==> config.mk <==
export PLATFORM = sky130hd
export DESIGN_NAME = spm_term_mem
export DESIGN_NICKNAME = d
export VERILOG_FILES = /design/src/design/spm_pkg.sv /design/src/design/spm_term_mem.sv
export SDC_FILE = /design/constraint.sdc
export NUM_CORES = 1
export LEC_CHECK = 0
export ABC_AREA = 0
export ABC_CLOCK_PERIOD_IN_PS = 3600
export BUFFER_PORTS_ARGS = -buffer_cell sky130_fd_sc_hd__buf_2
export CAP_MARGIN = 20
export CORE_MARGIN = 8
export CORE_UTILIZATION = 38
export CTS_CLUSTER_DIAMETER = 200
export CTS_CLUSTER_SIZE = 40
export DETAILED_ROUTE_END_ITERATION = 8
export GPL_ROUTABILITY_DRIVEN = 1
export GPL_TIMING_DRIVEN = 0
export PLACE_DENSITY_LB_ADDON = 0.2
export SLEW_MARGIN = 0
export SYNTH_ARGS = -nofsm -noshare
export SYNTH_HDL_FRONTEND = slang
export SYNTH_SLANG_ARGS = --single-unit
==> constraint.sdc <==
create_clock -name clk -period 3.6 [get_ports clk]
set_clock_uncertainty 0.2 [all_clocks]
set_input_delay 0.18 -clock clk [delete_from_list [all_inputs] [get_ports clk]]
set_output_delay 0.18 -clock clk [all_outputs]
set_load 0.05 [all_outputs]
==> src/design/spm_pkg.sv <==
// Shared types and constants of the sparse polynomial multiplier.
// Used by spm_term_mem, spm_mac and sparse_polynomial_multiplier_unit.
// No dependencies.
package spm_pkg;

  // Default sizing
  localparam int MAX_TERMS_DEF    = 64;
  localparam int MAX_EXPONENT_DEF = 31;

  // Fixed field widths
  localparam int COEF_W  = 16;
  localparam int EXP_W   = 5;
  localparam int SUM_W   = 6;
  localparam int ACC_W   = 48;
  localparam int PROD_W  = 2 * COEF_W;
  localparam int EXP_LIM = (1 << EXP_W) - 1;

  // Command codes
  localparam logic [1:0] CMD_LOAD   = 2'd0;
  localparam logic [1:0] CMD_APPLY  = 2'd1;
  localparam logic [1:0] CMD_FINISH = 2'd2;

  // Sequencer states
  typedef enum logic [2:0] {
    ST_IDLE,
    ST_FETCH,
    ST_MUL,
    ST_ADD,
    ST_SCAN_RD,
    ST_SCAN_CHK,
    ST_FLUSH
  } spm_state_t;

  // Control of the multiply-accumulate unit
  typedef struct packed {
    logic             rd_en;
    logic [SUM_W-1:0] rd_addr;
    logic             mul_en;
    logic             wr_en;
    logic [SUM_W-1:0] wr_addr;
    logic             clr;
  } acc_ctl_t;

endpackage

==> src/design/spm_term_mem.sv <==
// Term list memory: stores first-list coefficient and exponent pairs.
// One write port, one registered read port. Depends on spm_pkg.
module spm_term_mem #(
  parameter int DEPTH = spm_pkg::MAX_TERMS_DEF,
  parameter int AW    = 6
) (
  input  logic                       clk,
  input  logic                       wr_en,
  input  logic [AW-1:0]              wr_addr,
  input  logic [spm_pkg::COEF_W-1:0] wr_coef,
  input  logic [spm_pkg::EXP_W-1:0]  wr_exp,
  input  logic                       rd_en,
  input  logic [AW-1:0]              rd_addr,
  output logic [spm_pkg::COEF_W-1:0] rd_coef,
  output logic [spm_pkg::EXP_W-1:0]  rd_exp
);
  import spm_pkg::*;

  logic [COEF_W+EXP_W-1:0] mem [DEPTH];
  logic [COEF_W+EXP_W-1:0] rd_data_r;

  // Write a term; the read of a term is registered
  always_ff @(posedge clk) begin
    if (wr_en) begin
      mem[wr_addr] <= {wr_exp, wr_coef};
    end
    if (rd_en) begin
      rd_data_r <= mem[rd_addr];
    end
  end

  assign rd_coef = rd_data_r[COEF_W-1:0];
  assign rd_exp  = rd_data_r[COEF_W+EXP_W-1:COEF_W];

endmodule

==> flow_summary.ini, run 1 <==
[global_routing]
overflow = 0
grt_max_degree = 65
antenna_found_initial = 16
grt_pass1_vias = 24300
grt_first_pass_wirelength_um = 190000
grt.total_usage_pct = 18.0

[routing]
routed_wl_um = 135000
first_pass_iters = 5
avgViaCountPerCell = 5.66
wl_per_cell_um = 32.4
drtIter0Drc = 2900
antenna_left = 0
route.detailed.drc = 0
via_count = 23600

[yosys]
yosysWarnings = 0
yosysUniqueCellTypes = 34
synth_area_leader_cell = edfxtp_1
synth_area_sq_um = 51900
ys_seq_elements = 1365
synth_fp_nets = 2226
synthFlopType = edfxtp_1
synth_edf_count = 1365
ys_top_cells_by_area = edfxtp_1 (79%), mux4_2 (15%), mux2i_1 (0.98%)
async_flop_share_pct = 0
synth_cells = 2190
syn_area_per_cell_sq_um = 23.7
synth_top_area_share_pct = 78.9
ys_seq_area_share_pct = 78.9

[sta]
fmax_ghz = 0.275
layout_setup_ws_ps = -40.9
tns_ps = -45.3
rsz0062_at_grt = no
worst_pin_slew_ps = 1150
fin_crit_ps = 3640
max_slew_margin_pct = 23.1
finalHoldViolations = 0
setup_viol = 2
period_share_pct = 101
report.final.slew_viol_count = 0

[worst_setup_path]
critical-path-top-delay-family = buffers and inverters
crit_path_cell_trace = dlygate4sd3_1, buf_2, clkbuf_1, clkbuf_1, o221ai_1, a21oi_1, o21ai_0, o31ai_1
cpMostUsedCell = clkbuf_1
critPathKind = input port to flop
required_ps = 3890
critPathMaxFanout = 10
crit_path_top_delay_cell = dlygate4sd3_1
critPathCaptureType = flop
crit_arrival_ps = 3930
cp_num_buf_inv = 4
max_stage_delay_ps = 650
r2r_slack_ps = 770
start_kind = input port

[power]
seqPwrFrac_pct = 67.5
power.internal_mw = 20.4
p_leak_nw = 17.2
swShare_pct = 21.9
switchingPower_mw = 5.73
combPwrFrac_pct = 7.2
peakVddDrop_mv = 0.306
power.density_nw_per_um2 = 455
p_clk_share_pct = 25.3

[cts]
numCtsBuffers = 40
h-tree-depth = 2
clk_latency_ps = 690
clk_pin_slew_worst_paths_ps = 140
cts_sinks = 1365
cts_root_buffer = clkbuf_16
cts_tree = yes
clk_path_buf_depth = 3
cts_resized = 0

[outcome]
violations = negative setup slack
status = complete, but fails checks

[layout]
final_common_cell = edfxtp_1
layout_common_cells = edfxtp_1 (1365), mux4_2 (356), buf_2 (71)
nFillCells = 11500
drive_above_1_share_pct = 27.3
stdcell_count = 4170
nNetsFinal = 2416
area_delta_synth_final_pct = 10.7

[floorplanning]
die_y_um = 386
die_area_sq_um = 149000
ioPinCount = 57
core_sq_um = 136000
start_util_pct = 38.3
die_w_um = 386
rows = 135

[placement]
io_buffers = 47
dp_cells = 4085
dp_hpwl_um = 94000
gp_congestion = 0.879

[flow_run]
maxCapViolCount = 0

[min_path]
hold_path_class = input port to flop
[final cells by class]
type	count	area (sq um)	area share, %
Tap cell	1781	2230	3.88
Clock inverter	2	46.3	0.0805
Multi-Input combinational cell	707	10600	18.4
Sequential cell	1365	41000	71.3
Timing Repair Buffer	148	1950	3.39
Buffer	118	617	1.07
Clock buffer	42	1050	1.83
Antenna cell	7	17.5	0.0305
[per-stage QoR]
step / hold slack [ps] / util, % / setup WS (ps) / power, mW / area (sq um)
after floorplan: 78.9 / - / 803 / 18.9 / 51900
after global placement: 505 / 40.1 / -1090 / 19.8 / 54400
after detailed placement: 455 / 41.3 / -555 / 19.9 / 56000
after CTS: 39.3 / 42.2 / 198 / 26.3 / 57300
after global routing: 70.8 / 42.4 / 111 / 26.8 / 57500
final: 63.0 / 42.4 / -40.9 / 26.1 / 57500
[logic make-up after synthesis]
| kind of cell | after synthesis | share of synthesized area, % |
|---|---|---|
| AND/OR/NAND/NOR | 155 | 1.46 |
| multiplexers | 413 | 16.6 |
| flip-flops | 1365 | 78.9 |
| buffers and inverters | 118 | 1.19 |
| AO/OA/AOI/OAI | 139 | 1.87 |
[cell usage after synthesis (3+ instances only)]
master and number:
a211oi_1 14, a21oi_1 14, a22oi_1 16, buf_1 8, buf_2 24, buf_4 28, buf_6 5, clkbuf_1 53
edfxtp_1 1365, mux2_2 6, mux2i_1 51, mux4_2 356, nand2_1 16, nand2b_1 6, nand3_1 9, nand3b_1 6
nand4_1 3, nor2_1 73, nor2b_1 25, nor3_1 3, o21ai_0 21, o221ai_1 34, o22ai_1 18, o31ai_1 20
or4_1 6
[power by group through the flow]
stage | logic [mW] | clock network, mW | registers (mW)
5_1_grt | 1.97 | 7.22 | 17.7
4_1_cts | 1.88 | 6.77 | 17.6
3_5_place_dp | 1.86 | 0 | 18.0
3_3_place_gp | 1.75 | 0 | 18.0
2_1_floorplan | 0.845 | 0 | 18.1
6_report | 1.87 | 6.61 | 17.6
[sequential cells by signal (all words and copies together) (netlist names)]
name,count
mem,1344
rd_data_r,21
[metal layers]
metal | up-vias | GRT usage, % | part of all wire (%)
li1 | 9710 | - | -
met5 | - | 0 | 0.020
met1 | 13100 | 25.5 | 43
met4 | 4 | 4.53 | 2.7
met3 | 136 | 2.48 | 5.9
met2 | 676 | 29.5 | 49
[what timing repair did]
| item | in CTS | in global routing |
|---|---|---|
| buffers inserted | 0 | 0 |
| hold endpoints to repair | 504 | 230 |
| hold buffers | 23 | 5 |
| endpoints found under the setup margin | 0 | 0 |
[worst paths after layout]
kind / end / from / cells after the start
max: rd_data_r[8]$_DFFE_PP_ / rd_addr[5] / 8
min: mem[60][17]$_DFFE_PP_ / wr_exp[1] / 1
max reg2reg: rd_data_r[10]$_DFFE_PP_ / mem[39][10]$_DFFE_PP_ / 4
min reg2reg: rd_data_r[2]$_DFFE_PP_ / mem[5][2]$_DFFE_PP_ / 3
No activity file was read; power rests on OpenSTA's default activity.
==> run 2, diff against run 1 <==
--- a/config.mk
+++ b/config.mk
@@ -17,6 +17,7 @@
 export GPL_ROUTABILITY_DRIVEN = 1
 export GPL_TIMING_DRIVEN = 0
 export PLACE_DENSITY_LB_ADDON = 0.2
+export SETUP_SLACK_MARGIN = 0.3
 export SLEW_MARGIN = 0
 export SYNTH_ARGS = -nofsm -noshare
 export SYNTH_HDL_FRONTEND = slang
==> run 2 against run 1 <==
Net effect: combinational power about the same; utilization about the same; the run now ends clean; non-clock buffer count did not move; via count about the same; register-to-register slack about the same; cell count about the same; critical path depth is the same.
==> flow_summary.ini, run 2 (synthesis gave the netlist of run 1 again) <==
[sta]
worst_pin_slew_ps = 1140
fmax_ghz = 0.301
rsz0062_at_grt = no
fin_crit_ps = 3320
setup_viol = 0
finalHoldViolations = 0
period_share_pct = 92.2
report.final.slew_viol_count = 0
max_slew_margin_pct = 24.2

[worst_setup_path]
critPathMaxFanout = 10
critPathCaptureType = flop
r2r_slack_ps = 770
start_kind = input port
critPathKind = input port to flop
required_ps = 3880
crit_arrival_ps = 3600

[routing]
first_pass_iters = 5
antenna_left = 0
drtIter0Drc = 2920
avgViaCountPerCell = 5.66
top_layer_used = met5
wl_met2_um = 65700
routed_wl_um = 135000
via_count = 23600
wl_met3_um = 7940
route.detailed.drc = 0
met1_length_um = 57800
wl_per_cell_um = 32.4

[global_routing]
grt.total_usage_pct = 18.0
grt_first_pass_wirelength_um = 190000
grt_max_degree = 65
antenna_found_initial = 16
overflow = 0
grt_pass1_vias = 24300

[layout]
nNetsFinal = 2416
final_common_cell = edfxtp_1
largest_reg_flops = 1344
regMostFlops = mem
layout_common_cells = edfxtp_1 (1365), mux4_2 (356), buf_2 (71)
postLayoutCoreUtil_pct = 42.4
drive_above_1_share_pct = 27.5
area_delta_synth_final_pct = 10.7
reg.largest.list = mem x1344, rd_data_r x21

[cts]
cts_tree = yes
cts_setup_buffers = 0
cts_root_buffer = clkbuf_16
numCtsBuffers = 40
h-tree-depth = 2
clk_pin_slew_worst_paths_ps = 140
clk_latency_ps = 690
cts_sinks = 1365
clk_path_buf_depth = 3

[placement]
io_buffers = 47
gp_congestion = 0.879
dp_hpwl_um = 94000

[power]
power.density_nw_per_um2 = 455
combPwrFrac_pct = 7.2
p_leak_nw = 17.2
switchingPower_mw = 5.73
swShare_pct = 21.9
power.internal_mw = 20.4
seqPwrFrac_pct = 67.5
peakVddDrop_mv = 0.309
p_total_mw = 26.1
p_clk_share_pct = 25.3

[floorplanning]
die_area_sq_um = 149000
core_sq_um = 136000
ioPinCount = 57
rows = 135
die_w_um = 386
die_y_um = 386
start_util_pct = 38.3

[flow_run]
maxCapViolCount = 0

[min_path]
hold_path_class = input port to flop

[outcome]
status = finished, final reports clean
## run 2: changes by cell type in the layout (fill, tap and decap cells not counted), sizes merged
cell,previous run,this run
diode,7,8
## run 2: layout make-up
class,instances,area [sq um]
diodes,8,20.0
flip-flops and latches,1365,41000
plain buffers,118,621
clock inverters,2,46.3
repair buffers,148,1950
well taps,1781,2230
multi-input cells,707,10600
clock buffers,42,1050
fillers,11500,78200
## run 2: metrics by stage
stage	setup slack, ps	cells	area, sq um	setup TNS (ps)	hold slack [ps]
2_1_floorplan	803	2190	51900	0	78.9
3_3_place_gp	-1090	4018	54400	-144280	505
3_5_place_dp	-555	4085	56000	-4730	455
4_1_cts	306	4152	57300	0	39.3
5_1_grt	377	4163	57500	0	70.8
6_report	280	4171	57500	0	59.1
## run 2: per-layer routing
metal,up-vias,global-route usage (%)
li1,9717,-
met1,13100,25.5
met2,690,29.5
met3,131,2.48
met4,4,4.53
met5,-,0
## run 2: power by group through the flow
| stage | registers, mW | logic (mW) | clock network (mW) |
|---|---|---|---|
| 2_1_floorplan | 18.1 | 0.845 | 0 |
| 3_3_place_gp | 18.0 | 1.75 | 0 |
| 3_5_place_dp | 18.0 | 1.86 | 0 |
| 4_1_cts | 17.6 | 1.88 | 6.77 |
| 5_1_grt | 17.7 | 1.97 | 7.22 |
| 6_report | 17.6 | 1.88 | 6.62 |
## run 2: worst paths after layout
| check | start | endpoint | cells past startpoint |
|---|---|---|---|
| worst max-delay path | rd_addr[5] | rd_data_r[8]$_DFFE_PP_ | 8 |
| worst min-delay path | wr_exp[1] | mem[60][17]$_DFFE_PP_ | 1 |
| worst max register to register | mem[39][10]$_DFFE_PP_ | rd_data_r[10]$_DFFE_PP_ | 4 |
| worst min register to register | mem[5][2]$_DFFE_PP_ | rd_data_r[2]$_DFFE_PP_ | 3 |
## run 2: worst max-delay path: stages
cell and delay [ps]:
dlygate4sd3_1 640, buf_2 230, clkbuf_2 370, clkbuf_1 580, o221ai_1 320, a21oi_1 620
o21ai_0 440, o31ai_1 200
## run 2: timing repair
item | 4_1_cts | 5_1_grt
endpoints found under the hold margin | 504 | 230
hold buffers | 23 | 5
gates resized for setup | 2 | 2
setup endpoints to repair | 4 | 6
==> run 3, diff against run 2 <==
--- a/config.mk
+++ b/config.mk
@@ -10,7 +10,7 @@
 export BUFFER_PORTS_ARGS = -buffer_cell sky130_fd_sc_hd__buf_2
 export CAP_MARGIN = 20
 export CORE_MARGIN = 8
-export CORE_UTILIZATION = 38
+export CORE_UTILIZATION = 60
 export CTS_CLUSTER_DIAMETER = 200
 export CTS_CLUSTER_SIZE = 40
 export DETAILED_ROUTE_END_ITERATION = 8
==> run 3 against run 2 <==
Net effect: cell count is 15% lower; setup slack better by 0.67 ps; hold slack worse by 18 ps; maximum frequency hardly changed; clock-buffer cell count is 1 lower; critical path depth is 1 lower; power is 1.2% lower; clock power is 4.2% lower; die area is 35% lower.
==> flow_summary.ini, run 3 (synthesis gave the netlist of run 1 again) <==
[cts]
h-tree-depth = 2
numCtsBuffers = 40
cts_root_buffer = clkbuf_16
cts_sinks = 1365
clk_path_buf_depth = 3
clk_latency_ps = 650
cts_tree = yes
clk_pin_slew_worst_paths_ps = 140
cts_setup_buffers = 0

[layout]
stdcell_count = 3553
postLayoutCoreUtil_pct = 65.8
area_delta_synth_final_pct = 9.32
drive_above_1_share_pct = 27.7
regMostFlops = mem
register_area_sq_um = 41000
nFillCells = 5473
final_common_cell = edfxtp_1
nNetsFinal = 2425
reg.largest.list = mem x1344, rd_data_r x21
multiInputGateArea_sq_um = 10500
largest_reg_flops = 1344
layout_common_cells = edfxtp_1 (1365), mux4_2 (356), buf_2 (71)
finalInstanceArea_sq_um = 56800

[global_routing]
grt.total_usage_pct = 26.1
antenna_found_initial = 9
grt_pass1_vias = 24100
grtUsageMet2_pct = 41.6
grt_use_met3_pct = 5.38
overflow = 0
grt_max_degree = 65
gr-max-usage-layer = met2
use_met1_pct = 36.7
grt_first_pass_wirelength_um = 176000

[worst_setup_path]
critPathKind = input port to flop
critPathMaxFanout = 10
r2r_start = mem[39][10]$_DFFE_PP_
crit_path_cell_trace = buf_2, clkdlybuf4s15_2, buf_2, clkbuf_1, mux4_2, o21ai_0, o31ai_1
crit_arrival_ps = 3490
max_stage_delay_ps = 740
start_kind = input port
cpMostUsedCell = buf_2
critPathCaptureType = flop
reg2reg_to = rd_data_r[10]$_DFFE_PP_
r2r_slack_ps = 830
ff2ff_path_depth = 4
crit_path_top_delay_cell = clkbuf_1
required_ps = 3780

[placement]
dp_hpwl_um = 86300
io_buffers = 47
dp_cells = 3467
gp_congestion = 0.983
placed_area_sq_um = 55200

[floorplanning]
ioPinCount = 57
core_sq_um = 86200
start_util_pct = 60.2
rows = 108
die_y_um = 310
die_w_um = 310
die_area_sq_um = 96200

[routing]
via_count = 24400
avgViaCountPerCell = 6.86
routed_wl_um = 125000
wl_per_cell_um = 35.1
first_pass_iters = 6
antenna_left = 0
route.detailed.drc = 0
drtIter0Drc = 3585

[sta]
max_slew_margin_pct = 25.4
report.final.slew_viol_count = 0
finalHoldViolations = 0
fmax_ghz = 0.301
rsz0062_at_grt = no
tns_ps = 0
setup_viol = 0
period_share_pct = 92.2
fin_crit_ps = 3320
worst_pin_slew_ps = 1120

[power]
p_total_mw = 25.8
p_leak_nw = 17.2
peakVddDrop_mv = 0.436
power.density_nw_per_um2 = 455

[min_path]
min_from = wr_en
hold_path_class = input port to flop
holdPathStages = 3
hold-path-endpoint = mem[48][0]$_DFFE_PP_

[flow_run]
maxCapViolCount = 0

[outcome]
status = finished, final reports clean
## run 3: worst max path at each step
stage | start | to | slack [ps]
after floorplan | wr_addr[3] | mem[48][0]$_DFFE_PP_ | 800
final | rd_addr[2] | rd_data_r[14]$_DFFE_PP_ | 280
after global placement | wr_addr[3] | mem[49][2]$_DFFE_PP_ | -630
after CTS | rd_addr[5] | rd_data_r[10]$_DFFE_PP_ | 400
after detailed placement | rd_addr[2] | rd_data_r[13]$_DFFE_PP_ | -550
after global routing | rd_addr[2] | rd_data_r[14]$_DFFE_PP_ | 360
## run 3: power breakdown
group / total, mW / internal [mW] / switching (mW)
Clock: 6.34 / 2.10 / 4.24
Combinational: 1.83 / 0.646 / 1.18
Sequential: 17.6 / 17.6 / 0.0409
Total: 25.8 / 20.3 / 5.47
## run 3: per-stage QoR
stage / hold WS, ps / worst slack, ps
2_1_floorplan: 78.9 / 803
3_3_place_gp: 489 / -627
3_5_place_dp: 500 / -554
4_1_cts: 7.17 / 395
5_1_grt: 54.5 / 361
6_report: 40.8 / 281
## run 3: routing by layer
metal  part of all wire (%)  up-vias
li1                       -     9720
met1                     37    13100
met2                     48     1368
met3                     11      200
met4                    3.9        2
met5                  0.010        -
## run 3: timing repair
item	4_1_cts	5_1_grt
setup endpoints to repair	3	1
endpoints found under the hold margin	348	340
resized for setup	2	2
hold buffers	16	9
## run 3: final cells by class
class | instances | area share, %
flip-flops and latches | 1365 | 72.2
multi-input cells | 707 | 18.5
repair buffers | 157 | 3.74
well taps | 1155 | 2.55
clock buffers | 41 | 1.81
plain buffers | 118 | 1.10
clock inverters | 1 | 0.0529
diodes | 9 | 0.0397
## run 3: critical path: cells and delay by family
| kind | cells | cell delay [ps] |
|---|---|---|
| buffers and inverters | 4 | 2010 |
| AOI/OAI and AO/OA | 2 | 770 |
| muxes | 1 | 520 |
